## src/rtl/dxt_texture_block_decoder_top_assert.svh

```systemverilog
// assertion macros for the texture block decoder
// expects clk and rst_n in the scope where the macros are used
`ifndef DXT_TEXTURE_BLOCK_DECODER_TOP_ASSERT_SVH
`define DXT_TEXTURE_BLOCK_DECODER_TOP_ASSERT_SVH

// same-cycle implication
`define DXT_ASSERT_NOW(lbl, ante, cons) \
  lbl: assert property (@(posedge clk) disable iff (!rst_n) (ante) |-> (cons)) \
    else $error("dxt decoder check failed");

// next-cycle implication
`define DXT_ASSERT_NEXT(lbl, ante, cons) \
  lbl: assert property (@(posedge clk) disable iff (!rst_n) (ante) |=> (cons)) \
    else $error("dxt decoder check failed");

`endif

```

## src/rtl/dxt_pkg.sv

```systemverilog
// shared types and constants for the texture block decoder
// no dependencies
package dxt_pkg;

  typedef enum logic [1:0] {
    FMT_DXT1 = 2'd0,
    FMT_DXT3 = 2'd1,
    FMT_DXT5 = 2'd2,
    FMT_ARGB = 2'd3
  } fmt_t;

  localparam int TEXELS   = 16;
  localparam int CNT_W    = 4;
  localparam int IN_W     = 128;
  localparam int OUT_W    = 40;
  localparam int AIDX_LSB = 16;

  // decoded block: colour entries hold r in 7:0, g in 15:8, b in 23:16
  typedef struct packed {
    fmt_t                fmt;
    logic [3:0][23:0]    col;
    logic [3:0][7:0]     col_a;
    logic [7:0][7:0]     ap;
    logic [31:0]         cidx;
    logic [63:0]         aw;
  } blk_t;

endpackage

```

## src/rtl/dxt_texture_block_decoder_top.sv

```systemverilog
// top level of the S3TC texture block decoder with uncompressed pass-through
// depends on dxt_pkg, dxt_palette and dxt_emit
//
// Decodes one 4x4 compressed block per input item (DXT1, DXT3 or DXT5, chosen by the
// format register) into 16 RGBA texels, in row order with the last one flagged on tlast;
// in ARGB32 mode each item yields one reordered pixel. On accept the palettes are built
// and stored in the block register, then one texel per cycle, while out_tready does not
// stall the output, leaves through the output register; the next item is taken in the
// cycle its predecessor's last texel is issued. After accept the first texel passes the
// block register and then the output register. The format is sampled when an item is
// accepted and should be written only while the decoder is idle.
module dxt_texture_block_decoder_top (
  input  logic                        clk,
  input  logic                        rst_n,
  // configuration: texture format
  input  logic                        cfg_valid,
  output logic                        cfg_ready,
  input  logic [1:0]                  cfg_data,
  // blocks in
  input  logic                        in_tvalid,
  output logic                        in_tready,
  input  logic [dxt_pkg::IN_W-1:0]    in_tdata,   // color_word, alpha_word
  // texels out
  output logic                        out_tvalid,
  input  logic                        out_tready,
  output logic [dxt_pkg::OUT_W-1:0]   out_tdata,  // red, green, blue, alpha, texel_x, texel_y
  output logic                        out_tlast
);
  import dxt_pkg::*;

  fmt_t fmt_r, fmt_nxt;
  blk_t blk;

  assign cfg_ready = 1'b1;

  always_comb begin
    fmt_nxt = fmt_r;
    if (cfg_valid && cfg_ready) begin
      fmt_nxt = fmt_t'(cfg_data);
    end
  end

  always_ff @(posedge clk) begin
    if (!rst_n) begin
      fmt_r <= FMT_DXT1;
    end else begin
      fmt_r <= fmt_nxt;
    end
  end

  dxt_palette u_palette (
    .color_word (in_tdata[63:0]),
    .alpha_word (in_tdata[127:64]),
    .fmt        (fmt_r),
    .blk        (blk)
  );

  dxt_emit u_emit (
    .clk        (clk),
    .rst_n      (rst_n),
    .in_tvalid  (in_tvalid),
    .in_tready  (in_tready),
    .blk_in     (blk),
    .out_tvalid (out_tvalid),
    .out_tready (out_tready),
    .out_tdata  (out_tdata),
    .out_tlast  (out_tlast)
  );

endmodule

```

## src/rtl/dxt_palette.sv

```systemverilog
// builds the colour and alpha palettes of one block from the raw words
// depends on dxt_pkg
module dxt_palette (
  input  logic [63:0]   color_word,
  input  logic [63:0]   alpha_word,
  input  dxt_pkg::fmt_t fmt,
  output dxt_pkg::blk_t blk
);
  import dxt_pkg::*;

  localparam logic [10:0] DIV3_MUL = 11'd683;
  localparam logic [11:0] DIV7_MUL = 12'd2341;
  localparam logic [10:0] DIV5_MUL = 11'd1639;

  function automatic logic [7:0] widen5(input logic [4:0] v);
    logic [2:0] corr;
    begin
      corr = 3'(v >= 5'd5) + 3'(v >= 5'd9) + 3'(v >= 5'd14) + 3'(v >= 5'd18)
           + 3'(v >= 5'd23) + 3'(v >= 5'd27) + 3'(v >= 5'd31);
      widen5 = {v, 3'b000} + 8'(corr);
    end
  endfunction

  function automatic logic [7:0] widen6(input logic [5:0] v);
    logic [1:0] corr;
    begin
      corr = 2'(v >= 6'd21) + 2'(v >= 6'd42) + 2'(v >= 6'd63);
      widen6 = {v, 2'b00} + 8'(corr);
    end
  endfunction

  function automatic logic [7:0] div3(input logic [9:0] x);
    logic [20:0] p;
    begin
      p    = 21'(x) * 21'(DIV3_MUL);
      div3 = p[18:11];
    end
  endfunction

  function automatic logic [7:0] div5(input logic [10:0] x);
    logic [21:0] p;
    begin
      p    = 22'(x) * 22'(DIV5_MUL);
      div5 = p[20:13];
    end
  endfunction

  function automatic logic [7:0] div7(input logic [10:0] x);
    logic [22:0] p;
    begin
      p    = 23'(x) * 23'(DIV7_MUL);
      div7 = p[21:14];
    end
  endfunction

  logic [15:0] c0, c1;
  logic [7:0]  a0, a1;
  logic        three_col;
  logic [23:0] e0, e1;
  logic [7:0]  ch0, ch1;

  assign c0        = color_word[15:0];
  assign c1        = color_word[31:16];
  assign a0        = alpha_word[7:0];
  assign a1        = alpha_word[15:8];
  assign three_col = (fmt == FMT_DXT1) && (c0 <= c1);
  assign e0        = {widen5(c0[4:0]), widen6(c0[10:5]), widen5(c0[15:11])};
  assign e1        = {widen5(c1[4:0]), widen6(c1[10:5]), widen5(c1[15:11])};

  always_comb begin
    blk        = '0;
    ch0        = '0;
    ch1        = '0;
    blk.fmt    = fmt;
    blk.cidx   = color_word[63:32];
    blk.aw     = alpha_word;
    blk.col[0] = e0;
    blk.col[1] = e1;
    for (int ch = 0; ch < 3; ch++) begin
      ch0 = e0[8*ch +: 8];
      ch1 = e1[8*ch +: 8];
      if (three_col) begin
        blk.col[2][8*ch +: 8] = 8'((9'(ch0) + 9'(ch1)) >> 1);
        blk.col[3][8*ch +: 8] = 8'd0;
      end else begin
        blk.col[2][8*ch +: 8] = div3(10'({ch0, 1'b0}) + 10'(ch1));
        blk.col[3][8*ch +: 8] = div3(10'(ch0) + 10'({ch1, 1'b0}));
      end
    end
    blk.col_a = {4{8'hFF}};
    if (three_col) begin
      blk.col_a[3] = 8'd0;
    end

    // interpolated alpha palette
    blk.ap[0] = a0;
    blk.ap[1] = a1;
    if (a0 > a1) begin
      for (int i = 1; i <= 6; i++) begin
        blk.ap[i+1] = div7(11'(7 - i) * 11'(a0) + 11'(i) * 11'(a1));
      end
    end else begin
      for (int i = 1; i <= 4; i++) begin
        blk.ap[i+1] = div5(11'(5 - i) * 11'(a0) + 11'(i) * 11'(a1));
      end
      blk.ap[6] = 8'd0;
      blk.ap[7] = 8'hFF;
    end

    // uncompressed pixel sits in entry 0 with index 0
    if (fmt == FMT_ARGB) begin
      blk.cidx     = '0;
      blk.col[0]   = color_word[31:8];
      blk.col_a[0] = color_word[7:0];
    end
  end

endmodule

```

## src/rtl/dxt_emit.sv

```systemverilog
// holds one decoded block and issues its texels into the output register
// depends on dxt_pkg and the assertion macro header
module dxt_emit (
  input  logic                        clk,
  input  logic                        rst_n,
  input  logic                        in_tvalid,
  output logic                        in_tready,
  input  dxt_pkg::blk_t               blk_in,
  output logic                        out_tvalid,
  input  logic                        out_tready,
  output logic [dxt_pkg::OUT_W-1:0]   out_tdata,
  output logic                        out_tlast
);
  import dxt_pkg::*;
  `include "dxt_texture_block_decoder_top_assert.svh"

  blk_t             blk_r, blk_nxt;
  logic             blk_valid_r, blk_valid_nxt;
  logic [CNT_W-1:0] cnt_r, cnt_nxt;
  logic             out_valid_r, out_valid_nxt;
  logic [OUT_W-1:0] out_data_r, out_data_nxt;
  logic             out_last_r, out_last_nxt;

  logic             load_en, issue, final_tx, accept;
  logic [1:0]       ci;
  logic [3:0]       nib;
  logic [5:0]       abit;
  logic [2:0]       ai;
  logic [7:0]       alpha;

  assign load_en   = !out_valid_r || out_tready;
  assign issue     = blk_valid_r && load_en;
  assign final_tx  = (blk_r.fmt == FMT_ARGB) || (cnt_r == CNT_W'(TEXELS - 1));
  assign in_tready = !blk_valid_r || (issue && final_tx);
  assign accept    = in_tvalid && in_tready;

  // texel select
  assign ci   = blk_r.cidx[{cnt_r, 1'b0} +: 2];
  assign nib  = blk_r.aw[{cnt_r, 2'b00} +: 4];
  assign abit = 6'(AIDX_LSB) + 6'({cnt_r, 1'b0}) + 6'(cnt_r);
  assign ai   = blk_r.aw[abit +: 3];

  always_comb begin
    unique case (blk_r.fmt)
      FMT_DXT3: alpha = {nib, nib};
      FMT_DXT5: alpha = blk_r.ap[ai];
      FMT_DXT1,
      FMT_ARGB: alpha = blk_r.col_a[ci];
    endcase
  end

  always_comb begin
    blk_nxt       = blk_r;
    blk_valid_nxt = blk_valid_r;
    cnt_nxt       = cnt_r;
    if (accept) begin
      blk_nxt       = blk_in;
      blk_valid_nxt = 1'b1;
      cnt_nxt       = '0;
    end else if (issue && final_tx) begin
      blk_valid_nxt = 1'b0;
    end else if (issue) begin
      cnt_nxt = cnt_r + CNT_W'(1);
    end

    out_valid_nxt = out_valid_r;
    out_data_nxt  = out_data_r;
    out_last_nxt  = out_last_r;
    if (issue) begin
      out_valid_nxt = 1'b1;
      out_data_nxt  = {4'b0000, cnt_r[3:2], cnt_r[1:0], alpha, blk_r.col[ci]};
      out_last_nxt  = final_tx;
    end else if (out_tready) begin
      out_valid_nxt = 1'b0;
    end
  end

  always_ff @(posedge clk) begin
    if (!rst_n) begin
      blk_valid_r <= 1'b0;
      cnt_r       <= '0;
      out_valid_r <= 1'b0;
    end else begin
      blk_valid_r <= blk_valid_nxt;
      cnt_r       <= cnt_nxt;
      out_valid_r <= out_valid_nxt;
    end
  end

  always_ff @(posedge clk) begin
    blk_r      <= blk_nxt;
    out_data_r <= out_data_nxt;
    out_last_r <= out_last_nxt;
  end

  assign out_tvalid = out_valid_r;
  assign out_tdata  = out_data_r;
  assign out_tlast  = out_last_r;

  `DXT_ASSERT_NOW(a_accept_only_at_end, accept && blk_valid_r, issue && final_tx)
  `DXT_ASSERT_NOW(a_argb_single, blk_valid_r && blk_r.fmt == FMT_ARGB, cnt_r == '0)
  `DXT_ASSERT_NEXT(a_last_marked, issue && final_tx, out_valid_r && out_last_r)
  `DXT_ASSERT_NEXT(a_count_steps, issue && !final_tx,
                   blk_valid_r && cnt_r == CNT_W'($past(cnt_r) + CNT_W'(1)))

endmodule
```

## config.mk

```make
export PLATFORM = sky130hd
export DESIGN_NAME = dxt_texture_block_decoder_top
export DESIGN_NICKNAME = d
export VERILOG_FILES = /design/src/rtl/dxt_pkg.sv /design/src/rtl/dxt_texture_block_decoder_top.sv /design/src/rtl/dxt_palette.sv /design/src/rtl/dxt_emit.sv
export VERILOG_INCLUDE_DIRS = /design/src /design/src/rtl
export SDC_FILE = /design/constraint.sdc
export NUM_CORES = 2
export LEC_CHECK = 0
export BUFFER_PORTS_ARGS = -buffer_cell sky130_fd_sc_hd__buf_2
export CAP_MARGIN = 0
export CORE_ASPECT_RATIO = 2
export CORE_MARGIN = 5
export CORE_UTILIZATION = 35
export CTS_CLUSTER_SIZE = 20
export DETAILED_ROUTE_END_ITERATION = 8
export GPL_ROUTABILITY_DRIVEN = 1
export GPL_TIMING_DRIVEN = 0
export SLEW_MARGIN = 0
export SYNTH_ARGS = -nofsm -noshare
export SYNTH_HDL_FRONTEND = slang
export SYNTH_SLANG_ARGS = --single-unit
```

## constraint.sdc

```tcl
create_clock -name clk -period 12.2 [get_ports clk]
set_input_delay 1.83 -clock clk [delete_from_list [all_inputs] [get_ports clk]]
set_output_delay 1.83 -clock clk [all_outputs]
set_load 0.02 [all_outputs]
```

Word level (Yosys, flattened, before mapping)

Index checks and enable logic that the tools add are counted.

Multiplexer cells: 17
Equal/unequal tests: 5
Shift-type cells: 3
Bitwise logic cells: 2
Reductions and logical operators: 16
Add/subtract/negate cells: 56
$lt $le $gt $ge: 38
Multipliers: 22

Operator list:

| operator                 | count |
|---|---|
| $mul A11 B12 Y22 const B | 6 |
| $mul A10 B10 Y19 const B | 6 |
| $mul A11 B11 Y21 const B | 4 |
| $ge A5 B5 Y1 const B     | 16 |
| $shiftx A64 B7 Y3        | 1 |
| $shiftx A64 B7 Y4        | 1 |
| $add A3 B1 Y3            | 20 |
| $bmux W24 S2             | 1 |
| $mux W24                 | 2 |
| $mux W8                  | 6 |
| $ge A5 B4 Y1 const B     | 8 |
| $mul A2 B8 Y10 const A   | 4 |
| $add A8 B3 Y8            | 4 |
| $mux W32                 | 1 |
| $shiftx A32 B6 Y2        | 1 |
| $add A8 B9 Y10           | 3 |
| $add A9 B8 Y10           | 3 |
| $add A8 B8 Y9            | 3 |
| $bmux W8 S3              | 1 |
| $ge A6 B6 Y1 const B     | 4 |
| $pmux W8 S3              | 1 |
| $add A10 B10 Y11         | 2 |
| $mul A3 B8 Y11 const A   | 2 |
| $ge A5 B3 Y1 const B     | 4 |
| 32 further kinds         | 55 |

Input port bits: 135
Flip-flop bits (word level): 319
Word-level logic and storage cells: 182
Output and inout bits: 44

Longest topological paths before layout

Depth in word-level cells: 11
Gate-level depth with buffers: 36
Gate-level depth less buffers: 35

Hierarchy

A second synthesis with hierarchy kept.

Cell total of the unflattened synthesis: 4749
Area, all modules: 50470.9 um2

Modules (own cells, without submodules):

| module                        | area each (um2) | times used | sequential area each (um2) | cells an instance |
|---|---|---|---|---|
| dxt_palette                   | 36129.7         | 1          | 0.0                        | 4024 |
| dxt_emit                      | 14257.4         | 1          | 9939.5                     | 717 |
| dxt_texture_block_decoder_top | 83.8            | 1          | 40.0                       | 8 |

Least setup slack after synthesis

OpenSTA, ideal clock, no wires.

Path kind: input-to-reg
Start: in in_tdata[28] (netlist bit)
End: reg u_emit.blk_r[247] (netlist bit), data pin
Stages: 34
Arrival: 9944 ps
Required time: 11940 ps
Path buffers: 0
Library setup time: 260 ps
Slack: 1996 ps
Path through: inv_1 -> o31ai_1 -> fa_1 -> fa_1 -> ha_1 -> fa_1 -> xnor2_1 -> xnor2_1 -> ha_1 -> a21o_1 -> a21o_1 -> a21oi_1 -> o21ai_0 -> and2_1 -> nor2_1 -> xnor2_1 -> inv_1 -> ha_1 -> inv_1 -> fa_1 -> inv_1 -> fa_1 -> inv_1 -> fa_1 -> inv_1 -> ha_1 -> a211o_1 -> a2111oi_0 -> a21oi_1 -> a41o_1 -> o41a_1 -> a31oi_1 -> xor2_1 -> mux2_2

RTL lines:

| item                 | line                                | source |
|---|---|---|
| from (decl)          | dxt_texture_block_decoder_top.sv:22 | `input logic [dxt_pkg::IN_W-1:0] in_tdata,` |
| to (signal assigned) | dxt_emit.sv:91                      | `blk_r <= blk_nxt;` |
| to (decl)            | dxt_emit.sv:17                      | `blk_t blk_r, blk_nxt;` |

Worst setup path after layout

Start: in in_tdata[4] (netlist bit)
End: reg u_emit.blk_r[287] (netlist bit), data pin

Cells in the longest elaborated chain, start to end: 10
Elaborated cells on any way between the ends: 18
Those cells by class: add/sub: 8; mul: 1; order compare: 8; reduce/logical: 1

Ends and longest elaborated chain:

| item                                                | line              | source |
|---|---|---|
| $ge A5 B3 Y1 / $ge A5 B4 Y1 (equally long branches) | dxt_palette.sv:18 | `corr = 3'(v >= 5'd5) + 3'(v >= 5'd9) + 3'(v >= 5'd14) + 3'(v >= 5'd18)` |
| $add A1 B1 Y2                                       | dxt_palette.sv:18 |  |
| $add A3 B1 Y3 (2 in series)                         | dxt_palette.sv:18 |  |
| $add A3 B1 Y3 (3 in series)                         | dxt_palette.sv:19 | `+ 3'(v >= 5'd23) + 3'(v >= 5'd27) + 3'(v >= 5'd31);` |
| $add A8 B3 Y8                                       | dxt_palette.sv:20 | `widen5 = {v, 3'b000} + 8'(corr);` |
| $add A8 B9 Y10                                      | dxt_palette.sv:87 | `blk.col[3][8*ch +: 8] = div3(10'(ch0) + 10'({ch1, 1'b0}));` |
| $mul A10 B10 Y19                                    | dxt_palette.sv:35 | `p = 21'(x) * 21'(DIV3_MUL);` |

Several ways; a longest one is shown, not always the timed one.
A chain may end at the register's enable or synchronous reset.

==> metrics.txt <==
# TYPE chip_impl_metric gauge
chip_impl_metric{name="worstSkewPairLatency",unit="ns"} 0.63
chip_impl_metric{name="num_rows",unit=""} 191
chip_impl_info{name="critical_path.startpoint_type",value="input port"} 1
chip_impl_metric{name="fillCellCount",unit=""} 13300
chip_impl_info{name="clockRootBuffer",value="sky130_fd_sc_hd__clkbuf_16"} 1
chip_impl_metric{name="fp.dieH",unit="um"} 531
chip_impl_metric{name="fin_crit",unit="ns"} 11.36
chip_impl_metric{name="synthArstFlopShare",unit="%"} 0
chip_impl_metric{name="final_max_slew_viol_count",unit=""} 0
chip_impl_metric{name="detail-route-antenna-nets",unit=""} 0
chip_impl_metric{name="worst_setup_hold_path_clk_slew",unit="ns"} 0.07
chip_impl_metric{name="post-place-ws",unit="ns"} 0.136
chip_impl_info{name="setup_repair_after_global_routing_missed_its_margin",value="false"} 1
chip_impl_metric{name="maxClockFrequency",unit="MHz"} 88.0
chip_impl_info{name="worstHoldPathType",value="reg2reg"} 1
chip_impl_metric{name="fp.dieArea",unit="sq um"} 144000
chip_impl_metric{name="viasPerCell",unit=""} 5.35
chip_impl_metric{name="io-pin-count",unit=""} 179
chip_impl_metric{name="required_arrival_time_at_the_worst_endpoint",unit="ns"} 12.64
chip_impl_metric{name="start_util",unit="%"} 35.1
chip_impl_info{name="critical-path-top-cell-by-count",value="sky130_fd_sc_hd__fa_1"} 1
chip_impl_metric{name="grt_overflow_total",unit=""} 0
chip_impl_metric{name="synthesis.instances",unit=""} 4431
chip_impl_metric{name="gpl.final_weighted_congestion",unit=""} 0.943
chip_impl_info{name="tritoncts",value="done"} 1
chip_impl_metric{name="grt_max_degree",unit=""} 71
chip_impl_metric{name="cts_max_level",unit=""} 1
chip_impl_metric{name="clock_sink_count",unit=""} 296
chip_impl_info{name="run_status",value="finished clean"} 1
chip_impl_metric{name="first_global_vias",unit=""} 37700
chip_impl_metric{name="hold_viol",unit=""} 0
chip_impl_metric{name="max_clock_buf_depth",unit=""} 3
chip_impl_metric{name="layout-drive-gt1-share",unit="%"} 9.02
chip_impl_metric{name="synthesis.area_per_instance",unit="sq um"} 10.7
chip_impl_metric{name="arrival_time_at_the_worst_endpoint",unit="ns"} 11.80
chip_impl_metric{name="critical_path.max_stage_delay",unit="ns"} 0.64
chip_impl_metric{name="routed_wire_length_per_instance",unit="um"} 21.4
chip_impl_metric{name="tns",unit="ns"} 0
chip_impl_info{name="cp_slowest_cell",value="sky130_fd_sc_hd__o21ai_0"} 1
chip_impl_metric{name="crit_fanout",unit=""} 10
chip_impl_metric{name="synth.ff_latch_count",unit=""} 296
chip_impl_metric{name="timing_worst_slew_pin_value",unit="ns"} 1.27
chip_impl_metric{name="yosysTopAreaCellShare",unit="%"} 31.0
chip_impl_metric{name="area_delta_synth_final",unit="%"} 8.90
chip_impl_metric{name="report.final.setup_viol",unit=""} 0
chip_impl_metric{name="slew_headroom",unit="%"} 14.4
chip_impl_metric{name="synth_edf_count",unit=""} 288
chip_impl_metric{name="detail_route.wirelength",unit="um"} 137000
chip_impl_metric{name="yosysWarnings",unit=""} 0
chip_impl_metric{name="syn_area",unit="sq um"} 47500
chip_impl_metric{name="track_usage",unit="%"} 18.8
chip_impl_metric{name="drt-initial-drc-count",unit=""} 1641
chip_impl_metric{name="total_core_area",unit="sq um"} 135000
chip_impl_info{name="synth.area.top_cells",value="sky130_fd_sc_hd__ha_1 31%, sky130_fd_sc_hd__edfxtp_1 18%, sky130_fd_sc_hd__fa_1 17%"} 1
chip_impl_metric{name="drv_cap",unit=""} 0
chip_impl_metric{name="drt_pass1_iterations",unit=""} 6
chip_impl_metric{name="yosysSeqAreaShare",unit="%"} 18.5
chip_impl_metric{name="grt_antenna_before_repair",unit=""} 20
chip_impl_info{name="end_kind",value="flop"} 1
chip_impl_info{name="netlist.top_cell.by_area",value="sky130_fd_sc_hd__ha_1"} 1
chip_impl_metric{name="port_buffers",unit=""} 173
chip_impl_metric{name="die_w",unit="um"} 271
chip_impl_metric{name="numCtsBuffers",unit=""} 30
chip_impl_metric{name="grt_first_pass_wirelength",unit="um"} 209000
chip_impl_metric{name="cts.repair.resized",unit=""} 0
chip_impl_metric{name="finalClockSkew",unit="ns"} 0.0383
chip_impl_metric{name="hpwlAfterDp",unit="um"} 118000
chip_impl_metric{name="route.vias.total",unit=""} 34300
chip_impl_metric{name="finalCritPeriodShare",unit="%"} 93.1
chip_impl_metric{name="cts_hold_buffers_added",unit=""} 0
chip_impl_metric{name="synth.lib_cells_used.distinct",unit=""} 83
chip_impl_metric{name="drc",unit=""} 0
chip_impl_metric{name="post-cts-setup-buffers",unit=""} 0
chip_impl_info{name="synth_ff_type",value="sky130_fd_sc_hd__edfxtp_1"} 1
chip_impl_metric{name="worst_slack",unit="ns"} 0.837
chip_impl_metric{name="final_net_count",unit=""} 6352
chip_impl_info{name="worstSetupPathType",value="in2reg"} 1
[cells by family after synthesis]
family | count (synthesis) | synth area share (%)
AO/OA/AOI/OAI | 689 | 9.29
XOR/XNOR | 285 | 5.30
adder cells (fa/ha/maj) | 1575 | 47.7
buffers and inverters | 811 | 6.60
flip-flops | 296 | 18.5
multiplexers | 158 | 6.25
other | 2 | 0.0158
AND/OR/NAND/NOR | 615 | 6.35
[sequential cells by signal (all words and copies together) (netlist names)]
signal	flops
fmt_r	2
u_emit.blk_valid_r	1
u_emit.blk_r	251
u_emit.out_tvalid	1
u_emit.out_tdata	36
u_emit.cnt_r	4
u_emit.out_tlast	1
[layout by cell type, fill, tap and decap left out, types with 38 or more instances in the layout]
cell / synthesis / final
sky130_fd_sc_hd__nor2b_1: 47 / 47
sky130_fd_sc_hd__buf_2: 15 / 188
sky130_fd_sc_hd__mux4_2: 108 / 108
sky130_fd_sc_hd__edfxtp_1: 288 / 288
sky130_fd_sc_hd__o21bai_1: 53 / 53
sky130_fd_sc_hd__a21oi_1: 212 / 212
sky130_fd_sc_hd__clkbuf_1: 33 / 38
sky130_fd_sc_hd__xnor2_1: 193 / 193
sky130_fd_sc_hd__nand3_1: 43 / 43
sky130_fd_sc_hd__xor2_1: 90 / 90
sky130_fd_sc_hd__o21ai_0: 129 / 129
sky130_fd_sc_hd__fa_1: 393 / 393
sky130_fd_sc_hd__o21a_1: 44 / 44
sky130_fd_sc_hd__and2_1: 46 / 44
sky130_fd_sc_hd__nor3_1: 50 / 50
sky130_fd_sc_hd__ha_1: 1179 / 1179
sky130_fd_sc_hd__a21o_1: 74 / 74
sky130_fd_sc_hd__nor2_1: 186 / 186
sky130_fd_sc_hd__inv_1: 742 / 742
sky130_fd_sc_hd__nand2_1: 117 / 117
[metrics by stage]
step / util (%) / cell area, sq um / hold slack (ns) / cells
floorplan: - / 47500 / 0.431 / 4434
global placement: 37.4 / 50600 / 0.453 / 6344
detailed placement: 37.5 / 50700 / 0.460 / 6350
CTS: 38.2 / 51700 / 0.444 / 6405
global route: 38.2 / 51700 / 0.466 / 6405
finish: 38.3 / 51700 / 0.444 / 6413
[critical path, delay by kind of cell]
kind / cells / cell delay [ns]
adder cells (fa/ha/maj): 11 / 4.25
XOR/XNOR: 1 / 0.54
buffers and inverters: 6 / 1.25
AND/OR/NAND/NOR: 4 / 0.74
AO/OA/AOI/OAI: 11 / 3.18
[worst paths after layout]
path / start / endpoint / slack, ns / cells past startpoint
worst max-delay path: in_tdata[4] / u_emit.blk_r[287] / 0.84 / 33
worst min-delay path: u_emit.cnt_r[3] / u_emit.out_tdata[35] / 0.44 / 0
worst max register to register: u_emit.cnt_r[1] / u_emit.out_tdata[24] / 6.98 / 12
worst min register to register: u_emit.cnt_r[3] / u_emit.out_tdata[35] / 0.44 / 0
[cell type report]
type / instances / area (sq um) / area share (%)
clock inverters: 17 / 214 / 0.414
diodes: 8 / 20.0 / 0.0387
flip-flops and latches: 296 / 8810 / 17.0
plain buffers: 67 / 342 / 0.660
clock buffers: 38 / 811 / 1.57
inverters: 744 / 2790 / 5.40
well taps: 1737 / 2170 / 4.20
multi-input cells: 3327 / 35600 / 68.8
repair buffers: 179 / 983 / 1.90
[layer usage]
layer	vias to the layer above	GRT usage [%]	wire length, um
met5	-	0	60
met4	10	12.1	11000
met3	472	2.12	5810
met2	956	38.8	77200
met1	16900	16.9	43200
li1	16000	-	-
[synthesized netlist by cell type (33+ instances only)]
cell,instances
sky130_fd_sc_hd__nor2b_1,47
sky130_fd_sc_hd__edfxtp_1,288
sky130_fd_sc_hd__a21o_1,74
sky130_fd_sc_hd__and2_1,46
sky130_fd_sc_hd__o21a_1,44
sky130_fd_sc_hd__o21ai_0,129
sky130_fd_sc_hd__clkbuf_1,33
sky130_fd_sc_hd__nor3_1,50
sky130_fd_sc_hd__nand3_1,43
sky130_fd_sc_hd__o21bai_1,53
sky130_fd_sc_hd__nor2_1,186
sky130_fd_sc_hd__a21oi_1,212
sky130_fd_sc_hd__inv_1,742
sky130_fd_sc_hd__fa_1,393
sky130_fd_sc_hd__xnor2_1,193
sky130_fd_sc_hd__xor2_1,90
sky130_fd_sc_hd__nand2_1,117
sky130_fd_sc_hd__ha_1,1179
sky130_fd_sc_hd__mux4_2,108
Power is not shown: default switching activity piles up to over one toggle a cycle in this logic, so the estimate is an artifact.
